**src/hdl/particle_code_compressor_unit_macros.svh**
```systemverilog
// Assertion macros shared by the particle code compressor RTL.
`ifndef PARTICLE_CODE_COMPRESSOR_UNIT_MACROS_SVH
`define PARTICLE_CODE_COMPRESSOR_UNIT_MACROS_SVH

// Same-cycle implication, sampled on clk and disabled during reset.
`define PCC_ASSERT_IMP(lbl, ante, cons, msg) \
	lbl: assert property (@(posedge clk) disable iff (!arst_n) (ante) |-> (cons)) else $error(msg);

// Next-cycle implication, sampled on clk and disabled during reset.
`define PCC_ASSERT_NXT(lbl, ante, cons, msg) \
	lbl: assert property (@(posedge clk) disable iff (!arst_n) (ante) |=> (cons)) else $error(msg);

`endif

```
**src/hdl/pcc_pkg.sv**
```systemverilog
// Package with constants, tables and helper functions of the particle code compressor.
package pcc_pkg;

	localparam int IdW      = 21;
	localparam int IdxW     = 9;
	localparam int MagW     = 17;
	localparam int DigW     = 4;
	localparam int ProdW    = 36;
	localparam int SpecialN = 23;

	localparam logic [IdW-1:0] MagLimit = 21'd100000;
	localparam logic [IdW-1:0] SmallMax = 21'd100;

	// Reciprocals for exact division of values below 100000.
	localparam logic [ProdW-1:0] RecipDiv10    = 36'd52429;
	localparam logic [ProdW-1:0] RecipDiv100   = 36'd167773;
	localparam logic [ProdW-1:0] RecipDiv1000  = 36'd134218;
	localparam logic [ProdW-1:0] RecipDiv10000 = 36'd107375;
	localparam int ShDiv10    = 19;
	localparam int ShDiv100   = 24;
	localparam int ShDiv1000  = 27;
	localparam int ShDiv10000 = 30;

	localparam logic [MagW-1:0] SPECIAL_CODE [SpecialN] = '{
		17'd211, 17'd111, 17'd221, 17'd311, 17'd321, 17'd130, 17'd310, 17'd213,
		17'd113, 17'd223, 17'd313, 17'd323, 17'd2112, 17'd2212, 17'd210, 17'd2110,
		17'd2210, 17'd110, 17'd220, 17'd330, 17'd440, 17'd30443, 17'd30553
	};

	localparam logic [IdxW-1:0] SPECIAL_INDEX [SpecialN] = '{
		9'd101, 9'd111, 9'd112, 9'd102, 9'd103, 9'd221, 9'd222, 9'd121,
		9'd131, 9'd132, 9'd122, 9'd123, 9'd332, 9'd333, 9'd281, 9'd282,
		9'd283, 9'd284, 9'd285, 9'd286, 9'd287, 9'd231, 9'd235
	};

	// Set where the particle at that index has a distinct antiparticle.
	function automatic logic anti_flag(input logic [IdxW-1:0] idx);
		return idx inside {[9'd1:9'd8], [9'd11:9'd18], 9'd24, 9'd34, 9'd37,
			[9'd39:9'd40], 9'd82, [9'd84:9'd90], [9'd101:9'd110], [9'd121:9'd130],
			[9'd141:9'd150], [9'd161:9'd170], [9'd181:9'd190], [9'd201:9'd210],
			[9'd281:9'd283], 9'd306, 9'd312, [9'd314:9'd315], 9'd322,
			[9'd324:9'd325], [9'd332:9'd333], [9'd335:9'd339], [9'd341:9'd346],
			[9'd351:9'd356], [9'd361:9'd376], [9'd381:9'd386]};
	endfunction

	// (a + 1) * a * (a - 1) / 6 for a from 1 to 5.
	function automatic logic [IdxW-1:0] tri_off(input logic [DigW-1:0] d);
		logic [IdxW-1:0] v;
		case (d)
			4'd2: v = 9'd1;
			4'd3: v = 9'd4;
			4'd4: v = 9'd10;
			4'd5: v = 9'd20;
			default: v = 9'd0;
		endcase
		return v;
	endfunction

	// b * (b - 1) / 2 for b from 1 to 3.
	function automatic logic [IdxW-1:0] pair_off(input logic [DigW-1:0] d);
		logic [IdxW-1:0] v;
		case (d)
			4'd2: v = 9'd1;
			4'd3: v = 9'd3;
			default: v = 9'd0;
		endcase
		return v;
	endfunction

	// (b - 1) * (b - 2) / 2 for b from 2 to 5.
	function automatic logic [IdxW-1:0] meson_off(input logic [DigW-1:0] d);
		logic [IdxW-1:0] v;
		case (d)
			4'd3: v = 9'd1;
			4'd4: v = 9'd3;
			4'd5: v = 9'd6;
			default: v = 9'd0;
		endcase
		return v;
	endfunction

endpackage

```
**src/hdl/particle_code_compressor_unit.sv**
```systemverilog
// Particle code compressor: five-stage pipeline from signed identifier to compressed index.
//
// Input channel: id_valid, id_stall, particle_id (21-bit two's complement code).
// Output channel: idx_valid, idx_stall, compressed_index (0 to 500, 0 meaning
// unknown code or no such antiparticle).
// A beat moves on a channel at a rising edge where valid is high and stall low.
// A beat taken at one edge passes the stage registers s1 to s4 and is presented
// on the output channel from the fifth register stage, s5.
// Throughput is one beat per cycle when not stalled; the stages are absolute
// value, reciprocal division by 10, 100, 1000 and 10000 with special code
// match, digit extraction, classification, and the antiparticle flag check.
// Valid bits travel with the data; the whole pipeline holds when a result waits
// under idx_stall, and id_stall is raised only then, so no beat is lost or
// repeated. The stages move together, so a bubble travels on with its neighbours.
// Reset clears every valid bit, so id_stall is low and a beat is accepted.
module particle_code_compressor_unit
	import pcc_pkg::*;
(
	input  logic                   clk,
	input  logic                   arst_n,
	input  logic                   id_valid,
	output logic                   id_stall,
	input  logic signed [IdW-1:0]  particle_id,
	output logic                   idx_valid,
	input  logic                   idx_stall,
	output logic        [IdxW-1:0] compressed_index
);

	logic adv;

	logic            vld_s1, neg_s1;
	logic [IdW-1:0]  mag_s1;

	logic            vld_s2, neg_s2, zb_s2, sm_s2, sp_s2;
	logic [IdxW-1:0] spi_s2;
	logic [MagW-1:0] m_s2;
	logic [13:0]     q1_s2;
	logic [9:0]      q2_s2;
	logic [6:0]      q3_s2;
	logic [3:0]      q4_s2;

	logic            vld_s3, neg_s3, zb_s3, sm_s3, sp_s3;
	logic [IdxW-1:0] spi_s3;
	logic [6:0]      m7_s3;
	logic [DigW-1:0] r_s3, a_s3, b_s3, c_s3, s_s3;

	logic            vld_s4, neg_s4, chk_s4;
	logic [IdxW-1:0] val_s4;

	logic            vld_s5;
	logic [IdxW-1:0] idx_s5;

	logic [IdW-1:0]  pid_u, mag_c;
	logic [ProdW-1:0] p1, p2, p3, p4;
	logic            sp_hit_c;
	logic [IdxW-1:0] sp_idx_c;
	logic [MagW-1:0] s_w;
	logic [13:0]     c_w;
	logic [9:0]      b_w;
	logic [6:0]      a_w;
	logic [IdxW-1:0] cls_c;

	assign adv      = !vld_s5 || !idx_stall;
	assign id_stall = !adv;

	assign idx_valid        = vld_s5;
	assign compressed_index = idx_s5;

	assign pid_u = particle_id;
	assign mag_c = particle_id[IdW-1] ? (~pid_u + 21'd1) : pid_u;

	always_ff @(posedge clk or negedge arst_n) begin
		if (!arst_n) begin
			vld_s1 <= 1'b0;
			vld_s2 <= 1'b0;
			vld_s3 <= 1'b0;
			vld_s4 <= 1'b0;
			vld_s5 <= 1'b0;
		end else if (adv) begin
			vld_s1 <= id_valid;
			vld_s2 <= vld_s1;
			vld_s3 <= vld_s2;
			vld_s4 <= vld_s3;
			vld_s5 <= vld_s4;
		end
	end

	assign p1 = ProdW'(mag_s1[MagW-1:0]) * RecipDiv10;
	assign p2 = ProdW'(mag_s1[MagW-1:0]) * RecipDiv100;
	assign p3 = ProdW'(mag_s1[MagW-1:0]) * RecipDiv1000;
	assign p4 = ProdW'(mag_s1[MagW-1:0]) * RecipDiv10000;

	always_comb begin
		sp_hit_c = 1'b0;
		sp_idx_c = '0;
		for (int i = 0; i < SpecialN; i++) begin
			if (mag_s1[MagW-1:0] == SPECIAL_CODE[i]) begin
				sp_hit_c = 1'b1;
				sp_idx_c = SPECIAL_INDEX[i];
			end
		end
	end

	assign s_w = m_s2 - (MagW'(q1_s2) * 17'd10);
	assign c_w = q1_s2 - (14'(q2_s2) * 14'd10);
	assign b_w = q2_s2 - (10'(q3_s2) * 10'd10);
	assign a_w = q3_s2 - (7'(q4_s2) * 7'd10);

	always_comb begin
		logic            base_ok;
		logic [IdxW-1:0] base;
		base_ok = 1'b1;
		base    = '0;
		cls_c   = '0;
		if (r_s3 == 4'd0 && s_s3 == 4'd1) begin
			base = 9'd0;
		end else if (r_s3 == 4'd0 && s_s3 == 4'd3) begin
			base = 9'd20;
		end else if (r_s3 == 4'd1 && s_s3 == 4'd3) begin
			base = 9'd40;
		end else if (r_s3 == 4'd1 && s_s3 == 4'd1) begin
			base = 9'd60;
		end else if (r_s3 == 4'd2 && s_s3 == 4'd3) begin
			base = 9'd80;
		end else if (r_s3 == 4'd0 && s_s3 == 4'd5) begin
			base = 9'd100;
		end else begin
			base_ok = 1'b0;
		end
		if (a_s3 == 4'd0) begin
			if (b_s3 == 4'd0 || b_s3 == 4'd9 || c_s3 == 4'd0 || c_s3 == 4'd9 || b_s3 < c_s3) begin
				cls_c = '0;
			end else if (b_s3 == c_s3) begin
				cls_c = (neg_s3 || !base_ok) ? '0 : 9'd110 + base + IdxW'(b_s3);
			end else if (b_s3 <= 4'd5) begin
				cls_c = !base_ok ? '0 : 9'd100 + base + meson_off(b_s3) + IdxW'(c_s3);
			end else begin
				cls_c = base_ok ? 9'd80 + IdxW'(b_s3) : '0;
			end
		end else if ((r_s3 == 4'd0 || r_s3 == 4'd1) && c_s3 == 4'd0) begin
			if (s_s3 != 4'd1 && s_s3 != 4'd3) begin
				cls_c = '0;
			end else if (a_s3 == 4'd9 || b_s3 == 4'd0 || b_s3 == 4'd9 || a_s3 < b_s3) begin
				cls_c = '0;
			end else if (s_s3 == 4'd1 && a_s3 == b_s3) begin
				cls_c = '0;
			end else begin
				cls_c = 9'd90;
			end
		end else if (r_s3 == 4'd0 && s_s3 == 4'd2) begin
			if (a_s3 == 4'd9 || b_s3 == 4'd0 || b_s3 == 4'd9 || c_s3 == 4'd9) begin
				cls_c = '0;
			end else if (a_s3 <= c_s3 || a_s3 < b_s3) begin
				cls_c = '0;
			end else if (a_s3 >= 4'd6 || b_s3 >= 4'd4 || c_s3 >= 4'd4) begin
				cls_c = 9'd80 + IdxW'(a_s3);
			end else if (b_s3 < c_s3) begin
				cls_c = 9'd300 + tri_off(a_s3) + pair_off(c_s3) + IdxW'(b_s3);
			end else begin
				cls_c = 9'd330 + tri_off(a_s3) + pair_off(b_s3) + IdxW'(c_s3);
			end
		end else if (r_s3 == 4'd0 && s_s3 == 4'd4) begin
			if (a_s3 == 4'd9 || b_s3 == 4'd0 || b_s3 == 4'd9 || c_s3 == 4'd9) begin
				cls_c = '0;
			end else if (a_s3 < b_s3 || b_s3 < c_s3) begin
				cls_c = '0;
			end else if (a_s3 >= 4'd6 || b_s3 >= 4'd4) begin
				cls_c = 9'd80 + IdxW'(a_s3);
			end else begin
				cls_c = 9'd360 + tri_off(a_s3) + pair_off(b_s3) + IdxW'(c_s3);
			end
		end
	end

	always_ff @(posedge clk) begin
		if (adv) begin
			neg_s1 <= particle_id[IdW-1];
			mag_s1 <= mag_c;

			neg_s2 <= neg_s1;
			zb_s2  <= (mag_s1 == '0) || (mag_s1 >= MagLimit);
			sm_s2  <= (mag_s1 <= SmallMax);
			sp_s2  <= sp_hit_c;
			spi_s2 <= sp_idx_c;
			m_s2   <= mag_s1[MagW-1:0];
			q1_s2  <= p1[ShDiv10 +: 14];
			q2_s2  <= p2[ShDiv100 +: 10];
			q3_s2  <= p3[ShDiv1000 +: 7];
			q4_s2  <= p4[ShDiv10000 +: 4];

			neg_s3 <= neg_s2;
			zb_s3  <= zb_s2;
			sm_s3  <= sm_s2;
			sp_s3  <= sp_s2;
			spi_s3 <= spi_s2;
			m7_s3  <= m_s2[6:0];
			r_s3   <= q4_s2;
			a_s3   <= a_w[DigW-1:0];
			b_s3   <= b_w[DigW-1:0];
			c_s3   <= c_w[DigW-1:0];
			s_s3   <= s_w[DigW-1:0];

			neg_s4 <= neg_s3;
			if (zb_s3) begin
				val_s4 <= '0;
				chk_s4 <= 1'b0;
			end else if (sm_s3) begin
				val_s4 <= IdxW'(m7_s3);
				chk_s4 <= 1'b1;
			end else if (sp_s3) begin
				val_s4 <= spi_s3;
				chk_s4 <= 1'b1;
			end else begin
				val_s4 <= cls_c;
				chk_s4 <= 1'b0;
			end

			idx_s5 <= (chk_s4 && neg_s4 && !anti_flag(val_s4)) ? '0 : val_s4;
		end
	end

`include "particle_code_compressor_unit_macros.svh"

	`PCC_ASSERT_IMP(a_idx_range, idx_valid, compressed_index <= 9'd500, "index above 500")
	`PCC_ASSERT_IMP(a_stall_cause, id_stall, idx_valid && idx_stall, "input stalled without output backpressure")
	`PCC_ASSERT_NXT(a_s4_moves, vld_s4 && adv, idx_valid, "stage four beat lost on advance")
	`PCC_ASSERT_NXT(a_zero_big, vld_s3 && zb_s3 && adv, val_s4 == '0 && !chk_s4, "out-of-range code not cleared")

endmodule
```
**config.mk**
```make
export PLATFORM = sky130hd
export DESIGN_NAME = particle_code_compressor_unit
export DESIGN_NICKNAME = d
export VERILOG_FILES = /design/src/hdl/pcc_pkg.sv /design/src/hdl/particle_code_compressor_unit.sv
export VERILOG_INCLUDE_DIRS = /design/src /design/src/hdl
export SDC_FILE = /design/constraint.sdc
export NUM_CORES = 1
export LEC_CHECK = 0
export BUFFER_PORTS_ARGS = -buffer_cell sky130_fd_sc_hd__buf_4
export CORE_UTILIZATION = 45
export CTS_BUF_LIST = sky130_fd_sc_hd__clkbuf_4
export DETAILED_ROUTE_END_ITERATION = 12
export PLACE_DENSITY = 0.59
export SYNTH_ARGS = -nofsm -noshare
export SYNTH_HDL_FRONTEND = slang
export SYNTH_SLANG_ARGS = --single-unit
```
**constraint.sdc**
```tcl
create_clock -name clk -period 8.18 [get_ports clk]
set_input_delay 1.636 -clock clk [delete_from_list [all_inputs] [get_ports clk]]
set_output_delay 1.636 -clock clk [all_outputs]
set_load 0.01 [all_outputs]
```
Yosys cells after proc, flatten, opt, wreduce, memory -nomap -nowiden
Cells that the tools add are included.

Register bits: 142. Input port bits: 25. Output and inout port bits: 11. Logic and storage cells: 342.

Add/sub/neg operators: 21. Multiply operators: 8. $lt $le $gt $ge: 47. Equal/unequal tests: 54. Multiplexer cells: 110. Bitwise operators: 1. Reduce and logical (&&, ||, !) cells: 64.

Operator list (number): $mux W9 (83); $eq A17 B8 Y1 const B (7); $eq A17 B9 Y1 const B (7); $ge A9 B9 Y1 const B (9); $le A9 B9 Y1 const B (9); $mux W7 (11); $eq A17 B12 Y1 const B (4); $eq A17 B7 Y1 const B (3); $add A9 B4 Y9 (5); $le A9 B8 Y1 const B (5); $add A9 B9 Y9 (4); $eq A4 B2 Y1 const B (9); $ge A9 B8 Y1 const B (4); $eq A17 B15 Y1 const B (2); $mul A17 B17 Y34 const B (1); $mul A17 B18 Y34 const B (1); $mul A17 B16 Y33 const B (1); $mul A17 B17 Y33 const B (1); $logic_and A1 B1 Y1 (32); $add A9 B9 Y9 const A (3); $eq A9 B9 Y1 const B (3); $ge A9 B7 Y1 const B (3); $reduce_bool A26 Y1 (1); $eq A4 B3 Y1 const B (6); other kinds (45) (91).

Logic depth before layout (Yosys ltp)
Gate-level depths: netlist of run 1.

Word-level depth: 23. Mapped depth: 21. Depth with buffers taken out: 21.

Worst setup path after synthesis of run 1
OpenSTA, ideal clock, no wires.

Kind: register to register. From: reg mag_s1[9]. To: reg q4_s2[3] (data pin). Setup time: 0.264 ns. Arrival: 5.986 ns. Data required time: 7.916 ns. Slack: 1.930 ns. Stages on the path, launching flop included: 20. Buffers on the path: 0. Clock period less this slack: 6.250 ns. Cells stage by stage: edfxtp_1 -> inv_1 -> ha_1 -> fa_1 -> inv_1 -> fa_1 -> inv_1 -> ha_1 -> fa_1 -> inv_1 -> fa_1 -> inv_1 -> ha_1 -> and4_1 -> a2111oi_0 -> a21oi_1 -> o41ai_1 -> a21boi_0 -> o31ai_1 -> xnor2_1.

Cells in the longest elaborated chain, start to end: 1.

Ends and longest elaborated chain: start, declared (RTL line particle_code_compressor_unit.sv:32) `logic [IdW-1:0] mag_s1;`; start signal, assigned (RTL line particle_code_compressor_unit.sv:178) `mag_s1 <= mag_c;`; $mul A17 B17 Y34 (RTL line particle_code_compressor_unit.sv:91) `assign p4 = ProdW'(mag_s1[MagW-1:0]) * RecipDiv10000;`; via p4[33] (RTL line particle_code_compressor_unit.sv:54) `logic [ProdW-1:0] p1, p2, p3, p4;`; end signal, assigned (RTL line particle_code_compressor_unit.sv:189) `q4_s2 <= p4[ShDiv10000 +: 4];`; end, declared (RTL line particle_code_compressor_unit.sv:40) `logic [3:0] q4_s2;`.

The timed path passes the listed nets, and every way through them passes these cells. A chain may end at the register's enable or synchronous reset.

Worst setup path in the final report of run 1
From: reg mag_s1[10]. To: reg q4_s2[3] (data pin).

Same word-level chain as after synthesis.

==> results_dict.tcl, run 1 <==
set metrics [dict create \
    outcome "complete, no violations" \
    clk_path_buf_depth 2 \
    routedWlPerCell_um 20.8 \
    coreArea_um2 52800 \
    fin_crit_sh_pct 90.0 \
    avgViaCountPerCell 5.41 \
    antenna_left 0 \
    ys_ff_latch 122 \
    synth_common_cells "inv_1 (677), ha_1 (478), fa_1 (347)" \
    relSlewSlack_pct 30.3 \
    period_minus_slack_ns 7.37 \
    critPathArrivalTime_ns 7.70 \
    cts_made_buffers 17 \
    critPathBufInv 6 \
    ioPinCount 36 \
    setup_violations 0 \
    synthCells 2439 \
    syn_avg_cell_area_um2 9.91 \
    yosysSeqAreaShare_pct 15.1 \
    fmax_ghz 0.136 \
    via_count 17221 \
    worstSetupPathType "register to register" \
    fp.dieW_um 234 \
    synth_top_area_cell "fa_1" \
    yosysUniqueCellTypes 76 \
    fin_nets 3330 \
    drv_cap 0 \
    firstDrtPassIters 7 \
    layout_setup_ws_ns 0.814 \
    area_growth_pct 5.97 \
    io_buffers 35 \
    crit_fanout 8 \
    rows 84 \
    slowest_stage "a2111oi_0" \
    hold_path.class "register to register" \
    crit_path_end_kind "register" \
    synth_top_area_share_pct 28.7 \
    grt_overflow 0 \
    drv_slew 0 \
    drtIter0Drc 960 \
    grtUsageTotal_pct 25.3 \
    cts_hold_buf 0 \
    clock_latency_ns 0.60 \
    cpMostUsedCell "inv_1" \
    skew_ns 0.0330 \
    worstPathCellList "inv_1 > ha_1 > fa_1 > inv_1 > fa_1 > inv_1 > ha_1 > fa_1 > inv_1 > fa_1 > inv_1 > ha_1 > and4_1 > a2111oi_0 > a21oi_1 > o41ai_1 > buf_4 > a21boi_0 > o31ai_1 > xnor2_1" \
    synth_edf_count 117 \
    die_y_um 234 \
    cts_tree "done" \
    drt-total-wl_mm 66.1 \
    fin_setup_tns_ns 0 \
    synth_area_um2 24200 \
    ys_top_cells_by_area "fa_1 (29%), ha_1 (25%), edfxtp_1 (15%), inv_1 (11%), xnor2_1 (2.2%)" \
    dieArea_um2 54600 \
    clock-sinks 122 \
    synth.most_common_cell "inv_1" \
    tightest_slew_ns 1.04 \
    rsz0062_at_grt "false" \
    yosys_most_used_dff "edfxtp_1" \
    initial_core_util_pct 45.8 \
    drive_gt1_share_pct 4.81 \
    htree_levels 4 \
    post_cts_buffers 0 \
    gp_congestion 0.943 \
    cp.required_ns 8.52 \
    grt_pass1_wl_mm 104 \
    critPathMaxStageDelay_ns 0.82 \
    syn-num-nets 3289 \
    clkTransAtPathRegs_ns 0.13 \
    grt_max_degree 65 \
    cts_root_buffer "clkbuf_4" \
    drc 0 \
    critPathLaunchType "register" \
    grt_pass1_vias 18172 \
    cp_top_family "adder cells" \
    dp_slack_ns 0.912 \
    hold_viol_final 0 \
    dp_hpwl_mm 55.4 \
    synth_warnings 0 \
    synth_async_sr_flop_share_pct 4.10 \
    cts_resized 0 \
    fin_util_pct 48.5 \
    antenna_found_initial 1 \
]
## flip-flops by register name (all words and copies together) (netlist names), 3 cells and up
register and cells:
compressed_index 9, mag_s1 21, q4_s2 4, m7_s3 7, m_s2 7, b_s3 4
val_s4 9, q2_s2 4, s_s3 3, q1_s2 4, c_s3 4, r_s3 4
a_s3 4, q3_s2 4, spi_s3 9, spi_s2 9
## worst paths after layout
check,from,to,slack [ns],cells after the start
max,mag_s1[10],q4_s2[3],0.81,20
min,sm_s2,sm_s3,0.43,0
max reg2reg,mag_s1[10],q4_s2[3],0.81,20
min reg2reg,sm_s2,sm_s3,0.43,0
max in group asynchronous,arst_n,vld_s4,7.24,1
min in group asynchronous,arst_n,idx_valid,0.84,1
## layer usage
metal	track usage, %	share of wire (%)
met1	32.3	42
met5	0	0
met4	11.1	4.5
met3	2.66	4.7
met2	43.4	49
## per-stage QoR
step | instance area, um2 | cells | hold WS [ns]
3_5_place_dp | 25300 | 3149 | 0.405
3_3_place_gp | 25300 | 3149 | 0.402
6_report | 25600 | 3182 | 0.425
5_1_grt | 25600 | 3182 | 0.426
2_1_floorplan | 24200 | 2439 | 0.400
4_1_cts | 25600 | 3181 | 0.427
## worst register-to-register path, cell delays in order, from the launching register on
cell	delay [ns]
edfxtp_1	0.57
inv_1	0.44
ha_1	0.53
fa_1	0.63
inv_1	0.06
fa_1	0.50
inv_1	0.04
ha_1	0.29
fa_1	0.55
inv_1	0.06
fa_1	0.53
inv_1	0.04
ha_1	0.31
and4_1	0.23
a2111oi_0	0.82
a21oi_1	0.21
o41ai_1	0.47
buf_4	0.21
a21boi_0	0.18
o31ai_1	0.34
xnor2_1	0.11
## cell families after synthesis
group	synth area share [%]
mux	0.585
flops	15.1
fa+ha+maj	53.5
simple gates	8.20
compound gates	8.25
buf+inv	11.1
xor+xnor	3.26
## final cells by class
cell class	count	area, um2
well taps	688	861
repair buffers	58	435
clock inverters	15	158
fillers	4961	27200
multi-input cells	1604	17800
clock buffers	17	128
inverters	677	2540
diodes	1	2.50
flip-flops and latches	122	3640
## cells in the final DEF (no fill, tap or decap), types with 17 or more instances in the layout
| cell | n |
|---|---|
| ha_1 | 478 |
| edfxtp_1 | 117 |
| nand3_1 | 36 |
| nor2_1 | 68 |
| a211oi_1 | 18 |
| xnor2_1 | 61 |
| nor2b_1 | 22 |
| nand2_1 | 80 |
| fa_1 | 347 |
| clkbuf_4 | 17 |
| inv_1 | 677 |
| a21oi_1 | 82 |
| a21o_1 | 24 |
| buf_4 | 58 |
| o21ai_0 | 67 |
| nand2b_1 | 23 |
| xor2_1 | 29 |
| nand4_1 | 29 |
Power of run 1 is left out: the tool's default activity adds up to more than one toggle a clock period on the data nets, which glitch-free logic cannot reach.
==> inputs of run 2 (changes only) <==
--- a/config.mk
+++ b/config.mk
@@ -6,10 +6,10 @@
 export SDC_FILE = /design/constraint.sdc
 export NUM_CORES = 1
 export LEC_CHECK = 0
-export BUFFER_PORTS_ARGS = -buffer_cell sky130_fd_sc_hd__buf_4
 export CORE_UTILIZATION = 45
 export CTS_BUF_LIST = sky130_fd_sc_hd__clkbuf_4
 export DETAILED_ROUTE_END_ITERATION = 12
+export DONT_BUFFER_PORTS = 1
 export PLACE_DENSITY = 0.59
 export SYNTH_ARGS = -nofsm -noshare
 export SYNTH_HDL_FRONTEND = slang
==> run 2 against run 1 <==
Effect of this change: the flow now finishes with violations (DRC); flip-flop and latch count is the same; sequential share of layout area up 0.13 points; count of clock-buffer cells in the layout grew 1; setup slack gained 0.57 ns; clock skew shrank 0.0057 ns; wire length is 0.65% higher; critical path type unchanged.
==> results_dict.tcl, run 2 (synthesis gave the netlist of run 1 again) <==
set metrics [dict create \
    fin_util_pct 48.1 \
    period_minus_slack_ns 6.80 \
    largest_reg_flops 21 \
    setup_violations 0 \
    layoutNonFillerInstCount 3150 \
    relSlewSlack_pct 30.8 \
    critPathMaxStageDelay_ns 0.54 \
    critPathArrivalTime_ns 7.13 \
    worstSetupPathType "register to register" \
    fp.dieW_um 234 \
    violations "DRC" \
    avgViaCountPerCell 5.40 \
    skew_ns 0.0273 \
    slowest_stage "ha_1" \
    ioPinCount 36 \
    tightest_slew_ns 1.04 \
    cts_root_buffer "clkbuf_4" \
    dieArea_um2 54600 \
    layout_commonest_cell "inv_1" \
    critPathLaunchType "register" \
    cts_hold_buf 0 \
    rsz0062_at_grt "false" \
    regMostFlops "mag_s1" \
    use_met3_pct 2.25 \
    worstPathCellList "buf_4 > ha_1 > inv_1 > fa_1 > fa_1 > inv_1 > ha_1 > fa_1 > inv_1 > fa_1 > inv_1 > ha_1 > and4_1 > a2111oi_0 > a21oi_1 > o41ai_1 > buf_4 > a21boi_0 > o31ai_1 > xnor2_1" \
    final_cell_mix "inv_1 (677), ha_1 (478), fa_1 (347), edfxtp_1 (117), a21oi_1 (82)" \
    grt_pass1_vias 17960 \
    top_usage_layer "met2" \
    antenna_found_initial 2 \
    dp_cells 3118 \
    firstDrtPassIters 11 \
    clock-sinks 122 \
    grt_pass1_wl_mm 103 \
    cp.required_ns 8.52 \
    area_growth_pct 4.98 \
    fin_crit_sh_pct 83.1 \
    cts_resized 0 \
    outcome "finished, violations left" \
    grtUsageTotal_pct 25.4 \
    io_buffers 0 \
    drv_slew 0 \
    fin_setup_tns_ns 0 \
    drc 4 \
    drive_gt1_share_pct 3.54 \
    hold_ws_ns 0.425 \
    clock_latency_ns 0.60 \
    coreArea_um2 52800 \
    die_y_um 234 \
    fin_nets 3299 \
    fmax_ghz 0.147 \
    rows 84 \
    hold_viol_final 0 \
    crit_path_end_kind "register" \
    routedWlPerCell_um 21.1 \
    grt_util_met1_pct 31.8 \
    crit_fanout 17 \
    critPathBufInv 6 \
    hold_path.class "register to register" \
    htree_levels 4 \
    cp_top_family "adder cells" \
    post_cts_buffers 0 \
    dp_hpwl_mm 54.9 \
    drt-total-wl_mm 66.5 \
    clk_path_buf_depth 2 \
    via_count 17019 \
    use_met2_pct 45.6 \
    cts_made_buffers 17 \
    grt_max_degree 76 \
    antenna_left 0 \
    drv_cap 0 \
    gp_congestion 0.960 \
    clkTransAtPathRegs_ns 0.14 \
    drtIter0Drc 874 \
    grt_overflow 0 \
    cts_tree "done" \
    initial_core_util_pct 45.8 \
]
-- run 2: metrics by stage --
step	worst slack, ns	cell area, um2
after floorplan	1.93	24200
after global placement	1.53	25100
after detailed placement	1.47	25100
after CTS	1.39	25400
after global routing	1.03	25400
final	1.38	25400
-- run 2: routing by layer --
metal  up-vias  wire length (um)
li1       7934                 -
met1      8589             27800
met2       395             34000
met3        99              2490
met4         2              2240
met5         -                16
-- run 2: path summary, 6_finish.rpt --
path,startpoint,end,slack [ns],depth (start not counted)
hold / removal,m_s2[0],m7_s3[0],0.42,0
setup reg to reg,mag_s1[7],q4_s2[3],1.38,20
max in group asynchronous,arst_n,vld_s4,7.39,0
hold reg to reg,m_s2[0],m7_s3[0],0.42,0
setup / recovery,mag_s1[7],q4_s2[3],1.38,20
min in group asynchronous,arst_n,vld_s1,0.73,0
-- run 2: cell type report --
cell class	instances	area (um2)
timing repair buffer	27	203
clock inverter	13	144
sequential	122	3640
fill	4990	27400
clock buffer	18	135
inverter	677	2540
antenna	1	2.50
tap	688	861
multi-input combinational	1604	17800
Power of run 2 is left out for the same reason.
